[src/rtl/core/apdf_pkg.sv]
// ----------------------------------------------------------------------------
// apdf_pkg
// shared types and constants for the allpass delay filter
// ----------------------------------------------------------------------------
`default_nettype none

package apdf_pkg;

    localparam int GAIN_W    = 16;
    localparam int FRAC_BITS = 15;

    typedef logic signed [GAIN_W-1:0] gain_t;

    localparam gain_t GAIN_RESET = gain_t'(16384);

    // register index, taken from paddr[2]
    typedef enum logic {
        REG_GAIN  = 1'b0,
        REG_DELAY = 1'b1
    } reg_idx_t;

endpackage

`default_nettype wire

[src/rtl/core/apdf_mac.sv]
// ----------------------------------------------------------------------------
// apdf_mac
// allpass sum g*(yd - x) + xd, truncated toward zero and saturated
// ----------------------------------------------------------------------------
`default_nettype none

module apdf_mac #(
    parameter int SAMPLE_BITS = 8
) (
    input  wire apdf_pkg::gain_t               gain,
    input  wire logic signed [SAMPLE_BITS-1:0] x,
    input  wire logic signed [SAMPLE_BITS-1:0] xd,
    input  wire logic signed [SAMPLE_BITS-1:0] yd,
    output logic signed      [SAMPLE_BITS-1:0] y,
    output logic                               sat
);

    import apdf_pkg::*;

    localparam int DIFF_W = SAMPLE_BITS + 1;
    localparam int PROD_W = GAIN_W + DIFF_W;
    localparam int ACC_W  = SAMPLE_BITS + 18;
    localparam int Q_W    = ACC_W - FRAC_BITS;

    localparam logic signed [Q_W-1:0] Q_MAX = Q_W'((2 ** (SAMPLE_BITS - 1)) - 1);
    localparam logic signed [Q_W-1:0] Q_MIN = Q_W'(-(2 ** (SAMPLE_BITS - 1)));

    logic signed [DIFF_W-1:0] diff;
    logic signed [PROD_W-1:0] prod;
    logic signed [ACC_W-1:0]  acc;
    logic signed [Q_W-1:0]    q_floor;
    logic signed [Q_W-1:0]    q;

    always_comb
    begin
        diff    = DIFF_W'(yd) - DIFF_W'(x);
        prod    = PROD_W'(gain) * PROD_W'(diff);
        acc     = ACC_W'(prod) + (ACC_W'(xd) <<< FRAC_BITS);
        q_floor = Q_W'(acc >>> FRAC_BITS);
        // round toward zero for negative sums with a fraction
        if (acc[ACC_W-1] && (|acc[FRAC_BITS-1:0]))
        begin
            q = q_floor + Q_W'(1);
        end
        else
        begin
            q = q_floor;
        end

        if (q > Q_MAX)
        begin
            y   = SAMPLE_BITS'(Q_MAX);
            sat = 1'b1;
        end
        else if (q < Q_MIN)
        begin
            y   = SAMPLE_BITS'(Q_MIN);
            sat = 1'b1;
        end
        else
        begin
            y   = SAMPLE_BITS'(q);
            sat = 1'b0;
        end
    end

endmodule

`default_nettype wire

[config.mk]
export PLATFORM = sky130hd
export DESIGN_NAME = apdf_mac
export DESIGN_NICKNAME = d
export VERILOG_FILES = /design/src/rtl/core/apdf_pkg.sv /design/src/rtl/core/apdf_mac.sv
export SDC_FILE = /design/constraint.sdc
export NUM_CORES = 1
export LEC_CHECK = 0
export ABC_AREA = 1
export BUFFER_PORTS_ARGS = -buffer_cell sky130_fd_sc_hd__buf_4
export CELL_PAD_IN_SITES_DETAIL_PLACEMENT = 1
export CELL_PAD_IN_SITES_GLOBAL_PLACEMENT = 2
export CORE_UTILIZATION = 37
export DETAILED_ROUTE_END_ITERATION = 12
export MAX_ROUTING_LAYER = met4
export PLACE_DENSITY = 0.85
export SLEW_MARGIN = 20
export SYNTH_ARGS = -nofsm -noshare
export SYNTH_HDL_FRONTEND = slang
export SYNTH_SLANG_ARGS = --single-unit
[constraint.sdc]
create_clock -name vclk -period 18.3
set_clock_uncertainty 0.15 [all_clocks]
set_input_delay 5.49 -clock vclk [all_inputs]
set_output_delay 5.49 -clock vclk [all_outputs]
set_load 0.05 [all_outputs]
==> results.txt <==
----------------------------------------------------
[Setup path]
  Worst path required time ... 12660 ps
  Critical Path Slowest Stage Cell ... sky130_fd_sc_hd__fa_1
  Endpoint arrival time on the critical path ... 12250 ps
  Most common cell on crit path ... sky130_fd_sc_hd__nand2_2
  Cell depth of the worst setup path ... 44
  CP Class ... input port to primary output
  Category of the worst setup path capture point ... primary output
  Kind of launch point of the worst setup path ... input port
  Kind of cell adding the most delay to the critical path ... adder cells
  Max stage delay on crit path ... 530 ps
  Highest fanout seen on the critical path ... 8
  Worst Path Buf+Inv ... 9

[Global routing]
  Initial antenna violation count ... 0
  GR Util met3 ... 1.33%
  Met1 Track Usage GR ... 27.8%
  Total global routing track utilization ... 21.8%
  Busiest metal layer after global routing ... met2
  Global-route met2 utilization ... 39.2%
  GRT overflow ... 0
  Maximum number of pins on one net before global-route repair ... 15
  Global-route wire length before repair ... 29900 um
  Via count of the first global-routing pass ... 6082

[Floorplanning]
  Effective utilization at floorplan ... 38.3%
  Die height ... 133 um
  Standard cell core area ... 0.0167 sq mm
  Die Area ... 0.0178 sq mm
  Chip width ... 133 um
  Number of placement rows ... 47
  Total I/O pin count ... 49

[Final layout]
  Area growth, synth to finish ... 16.3%
  Commonest non-fill, non-tap cell in the layout ... sky130_fd_sc_hd__inv_1
  Share of cells above drive strength 1 ... 16.5%
  Fill cell total of the finished layout ... 2164
  Clock buffer count in the final layout ... 0
  Seq Cell Count ... 0
  Non-Filler Instances ... 1198
  Most frequent cells in the layout ... sky130_fd_sc_hd__inv_1 (238), sky130_fd_sc_hd__nand2_1 (224), sky130_fd_sc_hd__fa_1 (130)
  Antenna Diode Count ... 0
  Register cell area after layout ... 0 sq um
  Combined area of the multi-input logic cells ... 0.00562 sq mm
  Post-layout net count ... 1206

[Place]
  Port-buffer cells ... 49
  Worst-case setup slack after placement ... -106 ps
  Post-detail-place hpwl ... 15600 um
  Number of placed instances with taps included ... 1186
  GPL Wtd Cong ... 0.851

[Timing]
  Number of hold violations in the final report ... 0
  Max_slew headroom ... 74.7%
  Highest clock frequency the design can meet ... 55.9 MHz
  Transition at the pin with the smallest max-transition slack ... 378 ps
  Total negative slack ... 0 ps
  Setup-failing EPs final ... 0
  Slew Viols, Final ... 0
  Final clock period utilization by the worst path ... 97.8%
  Minimum setup slack in the final design ... 405 ps
  Final min period ... 17890 ps

[Run status]
  Run status ... complete, no violations

[Logic synthesis]
  Simple logic cell fraction of the synthesized area ... 28.4%
  Number of warnings printed during yosys synthesis ... 0
  Mean instance size in the synthesized netlist ... 6.98 sq um
  Most area-consuming cells after synthesis ... sky130_fd_sc_hd__fa_1 (42%), sky130_fd_sc_hd__inv_1 (14%), sky130_fd_sc_hd__nand2_1 (14%), sky130_fd_sc_hd__ha_1 (10%), sky130_fd_sc_hd__nor2_1 (6.2%)
  Largest family of logic cells by synthesized area ... adder cells
  Top cell type's share of synthesized area ... 41.7%
  Cell variety after synth ... 30
  Cells after Synth ... 915
  Share of the synthesized area in compound gates (AO/OA/AOI/OAI) ... 2.82%
  Biggest area consumer among synthesized cells ... sky130_fd_sc_hd__fa_1
  Share of synthesized area occupied by flip-flops and latches ... 0%
  Post-Syn Nets ... 1141
  Portion of netlist area occupied by mux cells ... 0%
  Netlist area before placement ... 0.00639 sq mm
  Xor/xnor share of the synthesized area ... 1.37%
  Post-Synth Adder-Cell Area ... 52.0%

[Detailed routing]
  WL final ... 17400 um
  TritonRoute pass-1 iters ... 4
  Avg Vias per Cell ... 4.69
  Routed via count ... 5622
  DRT iter0 DRCs ... 230
  DRC violation count after routing ... 0
  Detailed-route wire length per cell ... 14.5 um
  Remaining number of nets flagged by the antenna check after routing ... 0

[CTS]
  Number of hold buffers added after CTS ... 0

[Hold path]
  Hold Crit Depth ... 9
  Class of the worst hold path ... input port to primary output

[Flow run]
  Number of violations of the max-capacitance limit ... 0

----------------------------------------------------
[synth_stat cells]
library cell               count
sky130_fd_sc_hd__and2_1        1
sky130_fd_sc_hd__nand3_1      30
sky130_fd_sc_hd__nor3_1        5
sky130_fd_sc_hd__o21ai_0       6
sky130_fd_sc_hd__a31oi_1       1
sky130_fd_sc_hd__nor3_2        1
sky130_fd_sc_hd__nor2_2        4
sky130_fd_sc_hd__a21oi_2       2
sky130_fd_sc_hd__nand2_1     237
sky130_fd_sc_hd__inv_2         8
sky130_fd_sc_hd__xor2_1        5
sky130_fd_sc_hd__or2_2         3
sky130_fd_sc_hd__nand2_2      14
sky130_fd_sc_hd__a21oi_1      19
sky130_fd_sc_hd__o31ai_1       1
sky130_fd_sc_hd__o21ai_2       1
sky130_fd_sc_hd__nand2_4       2
sky130_fd_sc_hd__xnor2_1       5
sky130_fd_sc_hd__ha_1         53
sky130_fd_sc_hd__nor2_1      106
sky130_fd_sc_hd__fa_1        133
sky130_fd_sc_hd__inv_1       242
sky130_fd_sc_hd__a22oi_1       1
sky130_fd_sc_hd__o21bai_1      1
sky130_fd_sc_hd__nand3b_1      8
sky130_fd_sc_hd__nor2_4        4
sky130_fd_sc_hd__buf_4         1
sky130_fd_sc_hd__nand4_1       9
sky130_fd_sc_hd__clkbuf_1     10
sky130_fd_sc_hd__nand3_2       2
[tightest hold or removal path: cells and delay by family]
family          cells  cell delay [ps]
fa+ha+maj           2              380
buf+inv             3              300
compound gates      1               80
simple gates        3              180
[final cells by class]
type | count | area share [%]
well taps | 220 | 3.70
inverters | 250 | 12.7
repair buffers | 74 | 8.00
multi-input cells | 654 | 75.6
[routing by layer]
metal	routed length (um)	vias to the layer above
met5	0	-
met2	8900	69
met3	622	16
met1	7650	2768
li1	-	2769
met4	178	0
[kinds of logic after synthesis]
logic type / count (synthesis)
compound gates: 32
xor+xnor: 10
fa+ha+maj: 186
buf+inv: 261
simple gates: 426
[worst paths after layout]
check	startpoint	end	slack (ps)
max	yd[0]	y[3]	410
min	xd[0]	y[1]	11780
[per-stage QoR]
stage / utilization [%] / cell area, sq um / hold WS (ps)
2_1_floorplan: - / 6390 / 11500
3_3_place_gp: 42.4 / 7090 / 11810
3_5_place_dp: 42.4 / 7090 / 11840
4_1_cts: 42.5 / 7100 / 11850
5_1_grt: 44.5 / 7430 / 11890
6_report: 44.5 / 7430 / 11780
[what timing repair did]
item                       4_1_cts  5_1_grt
setup buffers                    0       12
setup endpoints to repair        8        9
gates resized for setup          4       61
cloned                           0        1
pin swaps                        0       25
Power is not shown: default switching activity piles up to over one toggle a cycle in this logic, so the estimate is an artifact.
